--- config.mk ---
export PLATFORM = sky130hd
export DESIGN_NAME = dbf_ram
export DESIGN_NICKNAME = d
export VERILOG_FILES = /design/src/hw/rtl/dbf_ram.sv
export SDC_FILE = /design/constraint.sdc
export NUM_CORES = 1
export LEC_CHECK = 0
export ABC_CLOCK_PERIOD_IN_PS = 3200
export BUFFER_PORTS_ARGS = -buffer_cell sky130_fd_sc_hd__buf_2
export CAP_MARGIN = 20
export CORE_ASPECT_RATIO = 0.7
export CORE_UTILIZATION = 50
export DETAILED_ROUTE_END_ITERATION = 10
export PLACE_DENSITY = 0.66
export SLEW_MARGIN = 20
export SYNTH_ARGS = -nofsm -noshare
export SYNTH_HDL_FRONTEND = slang
export SYNTH_SLANG_ARGS = --single-unit
--- constraint.sdc ---
create_clock -name clk -period 3.2 [get_ports clk]
set_input_delay 0.64 -clock clk [delete_from_list [all_inputs] [get_ports clk]]
set_output_delay 0.64 -clock clk [all_outputs]
set_load 0.03 [all_outputs]
--- src/hw/rtl/dbf_ram.sv ---
// Generic single-port-write, single-port-read RAM with registered read data.
`default_nettype none
module dbf_ram #(
    parameter int WIDTH = 8,
    parameter int DEPTH = 64,
    parameter int AW    = (DEPTH > 1) ? $clog2(DEPTH) : 1
) (
    input  wire logic             clk,
    input  wire logic             we,
    input  wire logic [AW-1:0]    waddr,
    input  wire logic [WIDTH-1:0] wdata,
    input  wire logic             re,
    input  wire logic [AW-1:0]    raddr,
    output logic      [WIDTH-1:0] rdata
);

    logic [WIDTH-1:0] mem [DEPTH];
    logic [WIDTH-1:0] rdata_reg;

    always_ff @(posedge clk)
    begin
        if (we)
        begin
            mem[waddr] <= wdata;
        end
        if (re)
        begin
            rdata_reg <= mem[raddr];
        end
    end

    assign rdata = rdata_reg;

endmodule
`default_nettype wire

# ---- Word-level counts from Yosys, hierarchy flattened
# Memory sizes are Yosys's and may differ from the RTL's. A register that Yosys moved wholly into a read port is not among the register bits.
# Index checks and enable logic that the tools add are counted.
dict set report classes {
  muxes 2
}
# cell count
set ops {}
lappend ops {{2-to-1 mux 1 bit} 2}
dict set report totals {
  reg_bits 0
  ramBits 512
  input_bits 23
  out_inout_bits 8
  wordCells 3
  n_memories 1
}
# name words word_bits read_ports rd_ports_with_merged_regs wr line
set mem_list {}
lappend mem_list {mem 64 8 1 1 1 17} ;# logic [WIDTH-1:0] mem [DEPTH];

# ---- Depth between registers and ports, before layout
dict set report depth {
  word_depth 2
  depth_mapped 9
  mapped_depth_nobuf 5
}

# ---- Worst setup path before layout
# No wires, ideal clock.
dict set report synth_path {
  path_kind {input -> register}
  startpoint {in raddr[1]}
  endpoint {reg rdata_reg[3] (netlist: rdata[3]) (read register of mem) (data pin)}
  setup_ns 0.266
  t_arrival_ns 2.180
  slack_ns 0.754
  stages 7
  path_cell_list {buf_4 buf_2 buf_2 mux4_2 mux4_2 o21ai_1 o41ai_1}
}
# element line
set synth_rtl {}
lappend synth_rtl {{start, declared} 13} ;# input wire logic [AW-1:0] raddr,
lappend synth_rtl {{end, declared} 18} ;# logic [WIDTH-1:0] rdata_reg;

==> metrics.txt <==
Critical Path Sink Type=register; setup violators final=0; drt wl/cell=28.43 um; Critical Path Start Type=input port; Pre-antenna DRT Iters=5; sequential share of the synthesized area=77.12%; Synth top area share=77.12%; Layout Area Growth over Synthesis=13.70%; Post-synth top flop=edfxtp_1; max reg flops=512; #FFs+latches synth=520; clock power share=39.2%; first-pass GRT wire length=69,550 um; vias per cell=6.088; DRT met1 WL=20,840 um; PnR worst setup slack=0.7536 ns; Tot GR Track Use=23.50%; post_cts resized=0; WL final=46,710 um; EDFF count, synth=520; status=complete, no violations; mux contribution to synthesized area=15.88%; Cells after Synth=940; RSZ-0062 raised after global routing=no; Max VDD drop=0.4965 mV; Vias=10,000; Synth Warn #=0; via count of the first global-routing pass=10,220; Avg Cell Area, Syn=21.54 um2; nets=1,094; Worst Path Required=3.59 ns; hold_ws=0.4705 ns; simple-gate share of the synthesized area=3.374%; Num CTS Buffers=48; core area=0.03984 mm2; largest family of logic cells by synthesized area=multiplexers; initial antenna violation count=2; Chip Width=242.5 um; Tcrit/Tclk final=76.45%; P_int=10,790 uW; sequential share of power=55.4%; xor/xnor share of the synthesized area=0%; WP data arrival=2.83 ns; LEAKAGE=0.007347 uW; sw frac=21.05%; CTS tree=done; number of slew-limit violations in the final report=0; Core Rows=61; Post-CTS Hold Buffers=0; P_sw=2876 uW; Slew @ Worst Pin=0.8575 ns; met2 wire len=20,130 um; clk_skew=0.02175 ns; syn nets=963; top sig layer=met5; Async SR Flop Fraction=0%; cell area after synthesis=0.02025 mm2; post-synth top area cell=edfxtp_1; Synth Area in Compound Gates=2.064%; # port buffers=30; pin count of the biggest net entering global routing=65; kind of critical path=in -> reg; Final ANT Viol Nets=0; CTS Buffer Depth=3; Clk Tree Root Cell=clkbuf_16; PD cells=593.7 mW/mm2; Post-CTS Setup Bufs=0; IO Pins=31; max-cap viol count=0; total power=13,670 uW; clock transition at the registers of the reported paths=0.06 ns; H-tree Lvls=2; routed wl met3=4551 um; clock latency on the worst-skew pair=0.56 ns; crit path time final=2.446 ns; grt total ovfl=0; die area=0.04131 mm2; top cells by area, synth=edfxtp_1, mux4_2, nor2_1; DP HPWL=29,980 um; layout cells sized above 1=30.35%; Final GP Congestion=0.8252; Starting Density=50.82%; Fin. Hold Viols=0; Synth cell types=39; DRT iter0 DRCs=1,063; Comb pwr share=5.4%; Clock Sinks=520; DIE HEIGHT=170.4 um; HP Class=in -> reg; post-place setup slack=0.2184 ns; Synth Area in Adders=0%; DR DRC count=0; fmax=408.8 MHz; setup TNS=0 ns; max_slew headroom=42.62%; critical-path maximum fanout=19
## logic make-up (layout without fill, tap and decap cells)
| kind of cell | after synthesis | after routing |
|---|---|---|
| and+or+nand+nor | 153 | 153 |
| buffers and inverters | 51 | 218 |
| other | 0 | 1 |
| AOI/OAI and AO/OA | 54 | 54 |
| muxes | 162 | 162 |
| DFF | 520 | 520 |
## synth_stat cells (2+ instances only)
library cell,n
a2111oi_0,2
a211oi_1,4
a21oi_1,3
a221oi_1,6
a22oi_1,3
buf_1,4
buf_12,2
buf_2,11
buf_4,13
buf_6,4
clkbuf_1,17
edfxtp_1,520
mux2_2,13
mux2i_1,23
mux4_2,126
nand2_1,19
nand2b_1,7
nand3_1,13
nand3b_1,3
nand4_1,2
nor2_1,83
nor2b_1,14
nor3_1,7
nor4_1,2
o2111ai_1,3
o21a_1,2
o21ai_0,2
o21ai_1,2
o221a_2,2
o221ai_1,8
o22ai_1,8
o2bb2ai_1,3
o32ai_1,2
o41ai_1,2
## layout make-up
class	count	area, um2
clock inverters	26	168.9
well taps	535	669.4
diodes	1	2.502
multi-input cells	369	4315
flip-flops and latches	520	15620
clock buffers	60	1267
fillers	2932	16820
repair buffers	132	982.2
## stage by stage
step | utilization (%) | cell area (um2) | cells
after floorplan | - | 20250 | 940
after global placement | 54.16 | 21580 | 1556
after detailed placement | 54.16 | 21580 | 1556
after CTS | 57.77 | 23020 | 1642
after global routing | 57.78 | 23020 | 1642
final | 57.78 | 23020 | 1643
## power groups by stage
stage	registers, uW	logic [uW]	clock network (uW)
floorplan	7730	402	0
global placement	7720	732	0
detailed placement	7720	742	0
CTS	7570	746	5450
global route	7570	787	5700
finish	7570	741	5350
## routing by layer
metal / vias up / GRT usage, %
met2: 445 / 33.35
li1: 4209 / -
met5: - / 0
met1: 5267 / 35.84
met3: 80 / 6.308
met4: 2 / 6.659
## cells in the final DEF, fill, tap and decap left out, types with 4 or more instances in the layout
cell type	synthesis	routed
buf_2	11	26
nand2b_1	7	7
clkinv_2	0	11
nor3_1	7	7
mux2_2	13	13
clkbuf_16	0	49
nor2_1	83	83
clkbuf_1	17	11
edfxtp_1	520	520
clkinv_1	0	12
o22ai_1	8	8
nand3_1	13	13
buf_12	2	4
nand2_1	19	19
mux4_2	126	126
a211oi_1	4	4
o221ai_1	8	8
a221oi_1	6	6
nor2b_1	14	14
mux2i_1	23	23
buf_4	13	101
## path summary, 6_finish.rpt
check,from,end,slack [ns],depth (start not counted)
worst max register to register,mem[21][6],rdata[6],1.08,5
worst min-delay path,re,rdata[4],0.47,1
worst min register to register,mem[45][4],rdata[4],0.99,5
worst max-delay path,raddr[3],rdata[6],0.75,6
## critical path, stage by stage
cell and delay (ns):
buf_2 0.49, nand2b_1 0.46, a211oi_1 0.16, nor4_1 0.60, nor3_1 0.16, o32ai_1 0.29
(Power assumes the default switching activity.)
