File: config.mk
export PLATFORM = sky130hd
export DESIGN_NAME = dbf_relax
export DESIGN_NICKNAME = d
export VERILOG_FILES = /design/src/hw/rtl/dbf_pkg.sv /design/src/hw/rtl/dbf_relax.sv
export SDC_FILE = /design/constraint.sdc
export NUM_CORES = 1
export LEC_CHECK = 0
export ABC_AREA = 1
export BUFFER_PORTS_ARGS = -buffer_cell sky130_fd_sc_hd__clkbuf_2
export CAP_MARGIN = 20
export CORE_ASPECT_RATIO = 0.8
export CORE_UTILIZATION = 50
export DETAILED_ROUTE_END_ITERATION = 8
export MAX_ROUTING_LAYER = met4
export PLACE_DENSITY = 0.8
export RECOVER_POWER = 100
export SLEW_MARGIN = 20
export SYNTH_ARGS = -nofsm -noshare
export SYNTH_HDL_FRONTEND = slang
export SYNTH_SLANG_ARGS = --single-unit
export TNS_END_PERCENT = 30
File: constraint.sdc
create_clock -name vclk -period 19.7
set_clock_uncertainty 0.2 [all_clocks]
set_input_delay 4.925 -clock vclk [all_inputs]
set_output_delay 4.925 -clock vclk [all_outputs]
set_load 0.1 [all_outputs]
File: src/hw/rtl/dbf_pkg.sv
// Shared types, constants and codes for the deadline Bellman-Ford unit.
`default_nettype none
package dbf_pkg;

    localparam int MAX_NODES_C = 64;
    localparam int MAX_EDGES_C = 256;
    localparam int NODE_W      = 6;
    localparam int NCNT_W      = 7;
    localparam int DIST_W      = 32;
    localparam int WT_W        = 16;
    localparam int DL_W        = 31;
    localparam int CFG_IDX_W   = 2;
    localparam int CFG_DATA_W  = 7;

    localparam logic [DIST_W-1:0] DIST_MAX    = 32'h7FFF_FFFF;
    localparam logic [DIST_W-1:0] DIST_MIN    = 32'h8000_0000;
    localparam logic [DL_W-1:0]   DL_NONE     = '1;

    localparam logic [CFG_IDX_W-1:0] CFG_NODE_COUNT  = 2'd0;
    localparam logic [CFG_IDX_W-1:0] CFG_SOURCE_NODE = 2'd1;

    typedef enum logic [1:0] {
        REQ_ADD_EDGE     = 2'd0,
        REQ_SET_DEADLINE = 2'd1,
        REQ_CLEAR        = 2'd2,
        REQ_RUN          = 2'd3
    } req_t;

    typedef enum logic [1:0] {
        ST_OK        = 2'd0,
        ST_FULL      = 2'd1,
        ST_BAD_INDEX = 2'd2
    } status_t;

    typedef enum logic [2:0] {
        S_IDLE,
        S_INIT,
        S_PASS,
        S_NODE_RD,
        S_RELAX,
        S_OUT_RD,
        S_OUT_LD
    } state_t;

    typedef struct packed {
        logic                     take;
        logic signed [DIST_W-1:0] new_dist;
    } relax_t;

endpackage
`default_nettype wire

File: src/hw/rtl/dbf_relax.sv
// Edge relaxation: saturating add, improvement test and deadline test.
`default_nettype none
module dbf_relax (
    input  wire logic                         edge_ok,
    input  wire logic signed [dbf_pkg::DIST_W-1:0] dist_u,
    input  wire logic signed [dbf_pkg::WT_W-1:0]   weight,
    input  wire logic                         v_reached,
    input  wire logic signed [dbf_pkg::DIST_W-1:0] dist_v,
    input  wire logic                         dl_set,
    input  wire logic        [dbf_pkg::DL_W-1:0]   dl,
    output dbf_pkg::relax_t                   result
);
    import dbf_pkg::*;

    logic signed [DIST_W:0]   sum;
    logic signed [DIST_W-1:0] nd;
    logic                     better;
    logic                     dl_ok;

    always_comb
    begin
        sum = {dist_u[DIST_W-1], dist_u} + {{(DIST_W+1-WT_W){weight[WT_W-1]}}, weight};
        if (sum[DIST_W] != sum[DIST_W-1])
        begin
            nd = sum[DIST_W] ? DIST_MIN : DIST_MAX;
        end
        else
        begin
            nd = sum[DIST_W-1:0];
        end
        better = !v_reached || (nd < dist_v);
        dl_ok  = !dl_set || (dl == DL_NONE) || nd[DIST_W-1] || (nd[DL_W-1:0] < dl);
        result.take     = edge_ok && better && dl_ok;
        result.new_dist = nd;
    end

endmodule
`default_nettype wire

[Yosys cells after proc, flatten, opt, wreduce, memory -nomap -nowiden]
Index checks and enable logic that the tools add are counted.
Operators by class
  reductions and logical operators: 8
  multiplexer cells: 2
  add/sub/neg operators: 1
  $lt $le $gt $ge: 2
  eq/ne operators: 2
Operator list (number)
  two-way mux 32 bit: 2
  adder 32 x 16 -> 33 bit: 1
  less-than comparator 32 bit: 1
  equality test 31 bit, second input constant: 1
  less-than comparator 31 bit: 1
  logical OR 1 bit: 4
  logical AND 1 bit: 2
  zero test 1 bit: 2
  inequality test 1 bit: 1
Storage, ports and cells
  logic and storage cells: 15
  bits of input ports: 114
  output and inout port bits: 33
  flip-flop bits (word level): 0

[Longest topological paths before layout]
Gate-level depths: netlist of the first run.
  depth in word-level cells: 7
  gate-level depth with buffers: 31
  depth with buffers taken out: 30

[Least setup slack after synthesis of the first run]
No wires, ideal clock.
  path type: input to output
  start: input port dist_u[4] (netlist bit)
  end: output port result[32] (netlist bit)
  stages on the path: 29
  path buffers: 2
  arrival time: 10761 ps
  setup slack: 3814 ps
  required time: 14575 ps
  cells stage by stage: ha_1 inv_1 nor3_1 nand2_1 nand2_1 a21oi_1 o21a_1 o21ai_0 nand3b_1 nand2_1 xor2_1 inv_1 ha_1 clkbuf_1 buf_1 o21ai_0 inv_1 ha_1 nand2_1 inv_1 nand3_1 a31oi_1 a2111oi_0 nand2_1 nand2_1 nand2_1 nand2_1 nand2_1 a21oi_1
RTL lines
  start, declared: line dbf_relax.sv:5  | input wire logic signed [dbf_pkg::DIST_W-1:0] dist_u,
  end, declared: line dbf_relax.sv:11  | output dbf_pkg::relax_t result

==> flow_summary_export.csv, run 1 <==
group,metric,value,unit
worst_setup_path,cp.required,14.57,ns
worst_setup_path,crit_arrival,11.05,ns
routing,wire_per_inst,12.83,um
routing,drc_errors,0,
job,drv_cap,0,
worst_setup_path,critical_path.slowest_cell,"clkbuf_1",
die,io_pins,147,
place,place.gp.congestion,0.9966,
yosys,synth_warnings,0,
final_layout,diodes,0,
routing,drt_iter0_drc,236,
routing,routed_wl,11240,um
pwr,power_leakage,2.816,nW
sta,min_period,16.17,ns
worst_setup_path,critPathCaptureType,"output pin",
place,dpl-instance-area,0.004578,mm2
place,port_buffers,147,
place,place_ws,4.011,ns
worst_setup_path,critPathMaxStageDelay,0.87,ns
routing,postRouteAntennaNets,0,
worst_setup_path,cp_max_fo,30,
pwr,peakVddDrop,0.07529,mV
grt,antenna_found_initial,0,
status,status,"finished clean",
cts,cts_resized,0,
sta,setup_tns,0,ns
sta,worst_slew_pin_slew,1.209,ns
final_layout,flops_and_latches,0,
yosys,avgSynthCellArea,5.796,um2
final_layout,final_layout_size_suffix_gt1_share,17.11,%
final_layout,nClkBuffers,0,
yosys,ys_seq_area_share,0,%
pwr,p_per_area,110.2,mW/mm2
die,placeableCoreArea,0.007061,mm2
grt,grt_pass1_wl,18290,um
routing,via_per_inst,5.303,
routing,vias,4645,
yosys,netlist_instances,648,
final_layout,nets,1000,
die,die-width,98.91,um
place,hpwl,10080,um
yosys,syn_area,0.003756,mm2
final_layout,nFillCells,710,
grt,grt_max_degree,31,
grt,grt_overflow,0,
min_path,timing.hold.worst.class,"input port to output pin",
routing,drtPass1Iterations,5,
yosys,synth_cell_types,40,
sta,setup_viol,0,
die,fp-row-count,27,
sta,slew_headroom,19.78,%
cts,post-cts-setup-buffers,0,
sta,setup_slack,3.527,ns
worst_setup_path,startpoint_type,"input port",
final_layout,area_growth,20.79,%
grt,first_global_vias,4119,
grt,grtUsageTotal,28.54,%
sta,fin_crit_sh,82.10,%
die,die_area,0.007865,mm2
worst_setup_path,path_class,"input port to output pin",
final_layout,design_area,0.004537,mm2
yosys,ys_top_cells_by_area,"ha_1 (31%), inv_1 (15%), nand2_1 (13%), a21oi_1 (8.8%), o21ai_0 (5.3%)",
die,initial_core_util,53.20,%
yosys,synth_top_area_share,31.31,%
yosys,syn_nets,857,
sta,grt_setup_unrepaired,"no",
yosys,yosys.area.top_type,"ha_1",
final_layout,area.sequential,0,um2
die,die_y,79.52,um
worst_setup_path,crit_top_cell,"nand2_1",
sta,drv_slew,0,
cts,cts_hold_buffers,0,
sta,finalHoldViolations,0,
sta,timing.fmax,0.06183,GHz
[critical path, delay by kind of cell]
family	cells	cell delay, ns
adders and majority gates	3	1.13
buffers and inverters	7	2.18
and+or+nand+nor	12	1.16
xor gates and xnor gates	1	0.18
AOI/OAI and AO/OA	7	1.43
[worst paths after layout]
path	startpoint	to	slack, ns	depth (start not counted)
worst min-delay path	edge_ok	result[32]	10.32	4
worst max-delay path	weight[4]	result[32]	3.53	30
[through the flow]
stage	power [mW]	cells	hold slack, ns	utilization [%]
after floorplan	0.4046	648	10.04	-
after global placement	0.4898	876	10.18	64.84
after detailed placement	0.5023	876	10.18	64.84
after CTS	0.5038	876	10.18	64.84
after global routing	0.5409	876	10.33	64.26
final	0.4998	876	10.32	64.26
[synthesized netlist by cell type (all sizes together) (3+ instances only)]
cell type,count
or2,4
a21oi,66
nand4,14
nor2,48
o21a,3
ha,94
nor3,5
xor2,16
clkbuf,5
inv,155
o21ai,43
o31ai,3
a31oi,5
nand3,19
nand2,137
a211oi,5
nor4,4
[cell families (layout without fill, tap and decap cells)]
logic type	count (synthesis)	in the layout	synth area share, %
xor gates and xnor gates	17	17	3.964
AOI/OAI and AO/OA	139	139	20.75
and+or+nand+nor	236	236	27.35
adders and majority gates	95	95	31.85
buffers and inverters	161	302	16.09
[cells in the final DEF, fill, tap and decap left out, types with 9 or more instances in the layout]
| master | count |
|---|---|
| o21ai_0 | 40 |
| nor2_1 | 44 |
| nand2_1 | 128 |
| inv_1 | 154 |
| xor2_1 | 16 |
| clkbuf_2 | 114 |
| a21oi_1 | 66 |
| clkbuf_1 | 33 |
| nand3_1 | 19 |
| ha_1 | 94 |
| nand4_1 | 14 |
| nand2_2 | 9 |
[metal layers]
layer / vias to the layer above / global-route usage (%) / wire, um
met4: 0 / 2.537 / 70
li1: 2404 / - / -
met2: 213 / 47.41 / 4825
met3: 8 / 1.401 / 876
met1: 2020 / 39.68 / 5466
met5: - / - / 0
[report_power, final]
group          switching (mW)  total (mW)  internal (mW)  leakage, nW
clock                       0           0              0            0
combinational           0.393       0.500          0.107         2.82
sequential                  0           0              0            0
[final cells by class]
class	count	area (um2)	area share, %
timing repair buffer	147	694.4	15.31
tap	87	108.9	2.399
multi-input combinational	487	3152	69.47
inverter	155	581.8	12.82
No activity file was read; power rests on OpenSTA's default activity.
==> inputs of run 2 (changes only) <==
==> constraint.sdc (replaced) <==
create_clock -name vclk -period 16.4
set_clock_uncertainty 0.2 [all_clocks]
set_input_delay 4.1 -clock vclk [all_inputs]
set_output_delay 4.1 -clock vclk [all_outputs]
set_load 0.1 [all_outputs]
==> flow_summary_export.csv, run 2 (synthesized netlist as in run 1, its figures left out) <==
group,metric,value,unit
pwr,pwr-share-seq,0,%
routing,wire_per_inst,12.88,um
die,die-width,98.91,um
min_path,timing.hold.worst.class,"input port to output pin",
die,placeableCoreArea,0.007061,mm2
place,port_buffers,147,
sta,hold_slack,8.667,ns
worst_setup_path,cp.required,12.10,ns
worst_setup_path,critical_path.slowest_cell,"clkbuf_1",
grt,grt_overflow,0,
pwr,pwr-share-clk,0,%
final_layout,final_layout_size_suffix_gt1_share,17.11,%
routing,vias,4586,
worst_setup_path,critPathCaptureType,"output pin",
sta,min_period,14.57,ns
pwr,p_total,0.6011,mW
sta,timing.fmax,0.06865,GHz
final_layout,final_cell_mix,"inv_1 (154), nand2_1 (128), clkbuf_2 (114), ha_1 (94), a21oi_1 (66)",
routing,drc_errors,0,
final_layout,nClkBuffers,0,
grt,grt_max_degree,31,
sta,worst_slew_pin_slew,1.205,ns
status,status,"finished clean",
pwr,switching_share,78.61,%
pwr,pwr-share-comb,100.0,%
routing,via_per_inst,5.235,
routing,postRouteAntennaNets,0,
die,die_area,0.007865,mm2
sta,drv_slew,0,
final_layout,area_growth,20.79,%
cts,post-cts-setup-buffers,0,
pwr,p_int,0.1286,mW
pwr,p_per_area,132.5,mW/mm2
worst_setup_path,startpoint_type,"input port",
grt,grtUsageTotal,28.56,%
sta,fin_crit_sh,88.82,%
sta,setup_tns,0,ns
grt,first_global_vias,4074,
job,drv_cap,0,
final_layout,final_common_cell,"inv_1",
worst_setup_path,cp_max_fo,30,
pwr,power_leakage,2.816,nW
final_layout,area.sequential,0,um2
worst_setup_path,critPathMaxStageDelay,0.87,ns
pwr,peakVddDrop,0.08702,mV
grt,antenna_found_initial,0,
cts,cts_hold_buffers,0,
cts,cts_resized,0,
die,fp-row-count,27,
routing,routed_wl,11280,um
final_layout,nets,1000,
sta,grt_setup_unrepaired,"no",
routing,drtPass1Iterations,5,
sta,setup_viol,0,
place,hpwl,10140,um
final_layout,diodes,0,
final_layout,flops_and_latches,0,
place,place.gp.congestion,0.9967,
die,io_pins,147,
die,initial_core_util,53.20,%
grt,grt_pass1_wl,18190,um
routing,drt_iter0_drc,256,
worst_setup_path,path_class,"input port to output pin",
sta,finalHoldViolations,0,
worst_setup_path,crit_top_cell,"nand2_1",
die,die_y,79.52,um
sta,slew_headroom,20.01,%
min_path,hold_depth,4,
worst_setup_path,crit_arrival,10.27,ns
pwr,switching_power,0.4725,mW
==> run 2: cell counts in the layout (fill, tap and decap cells not counted) <==
No cell type changed its count.
==> run 2: path summary, 6_finish.rpt <==
check                 start          to  slack (ns)
setup / recovery  dist_u[4]  result[32]        1.83
hold / removal      edge_ok  result[32]        8.67
==> run 2: layout make-up <==
class	instances	area [um2]
Inverter	155	581.8
Timing Repair Buffer	147	694.4
Multi-Input combinational cell	487	3152
Tap cell	87	108.9
Fill cell	721	2524
==> run 2: power groups by stage <==
stage,clock (mW),sequential [mW],combinational [mW]
after floorplan,0,0,0.486
after global placement,0,0,0.588
after global routing,0,0,0.649
final,0,0,0.601
after detailed placement,0,0,0.603
after CTS,0,0,0.605
==> run 2: per-stage QoR <==
| step | instance area (um2) | worst slack (ns) | std cells | utilization (%) |
|---|---|---|---|---|
| after CTS | 4578 | 2.379 | 876 | 64.84 |
| final | 4537 | 1.833 | 876 | 64.26 |
| after global routing | 4537 | 1.433 | 876 | 64.26 |
| after floorplan | 3756 | 2.164 | 648 | - |
| after detailed placement | 4578 | 2.404 | 876 | 64.84 |
| after global placement | 4578 | 2.654 | 876 | 64.84 |
==> run 2: metal layers <==
layer	vias up	GRT usage, %	part of all wire [%]
met5	-	-	0
met4	0	1.940	0.62
met3	12	1.051	6.8
met2	170	48.39	43
met1	1994	39.42	50
li1	2410	-	-
==> run 2: critical path: cells and delay by family <==
kind / cells / cell delay (ns)
fa+ha+maj: 3 / 1.14
simple gates: 12 / 1.18
buf+inv: 7 / 2.19
xor+xnor: 1 / 0.19
compound gates: 7 / 1.44
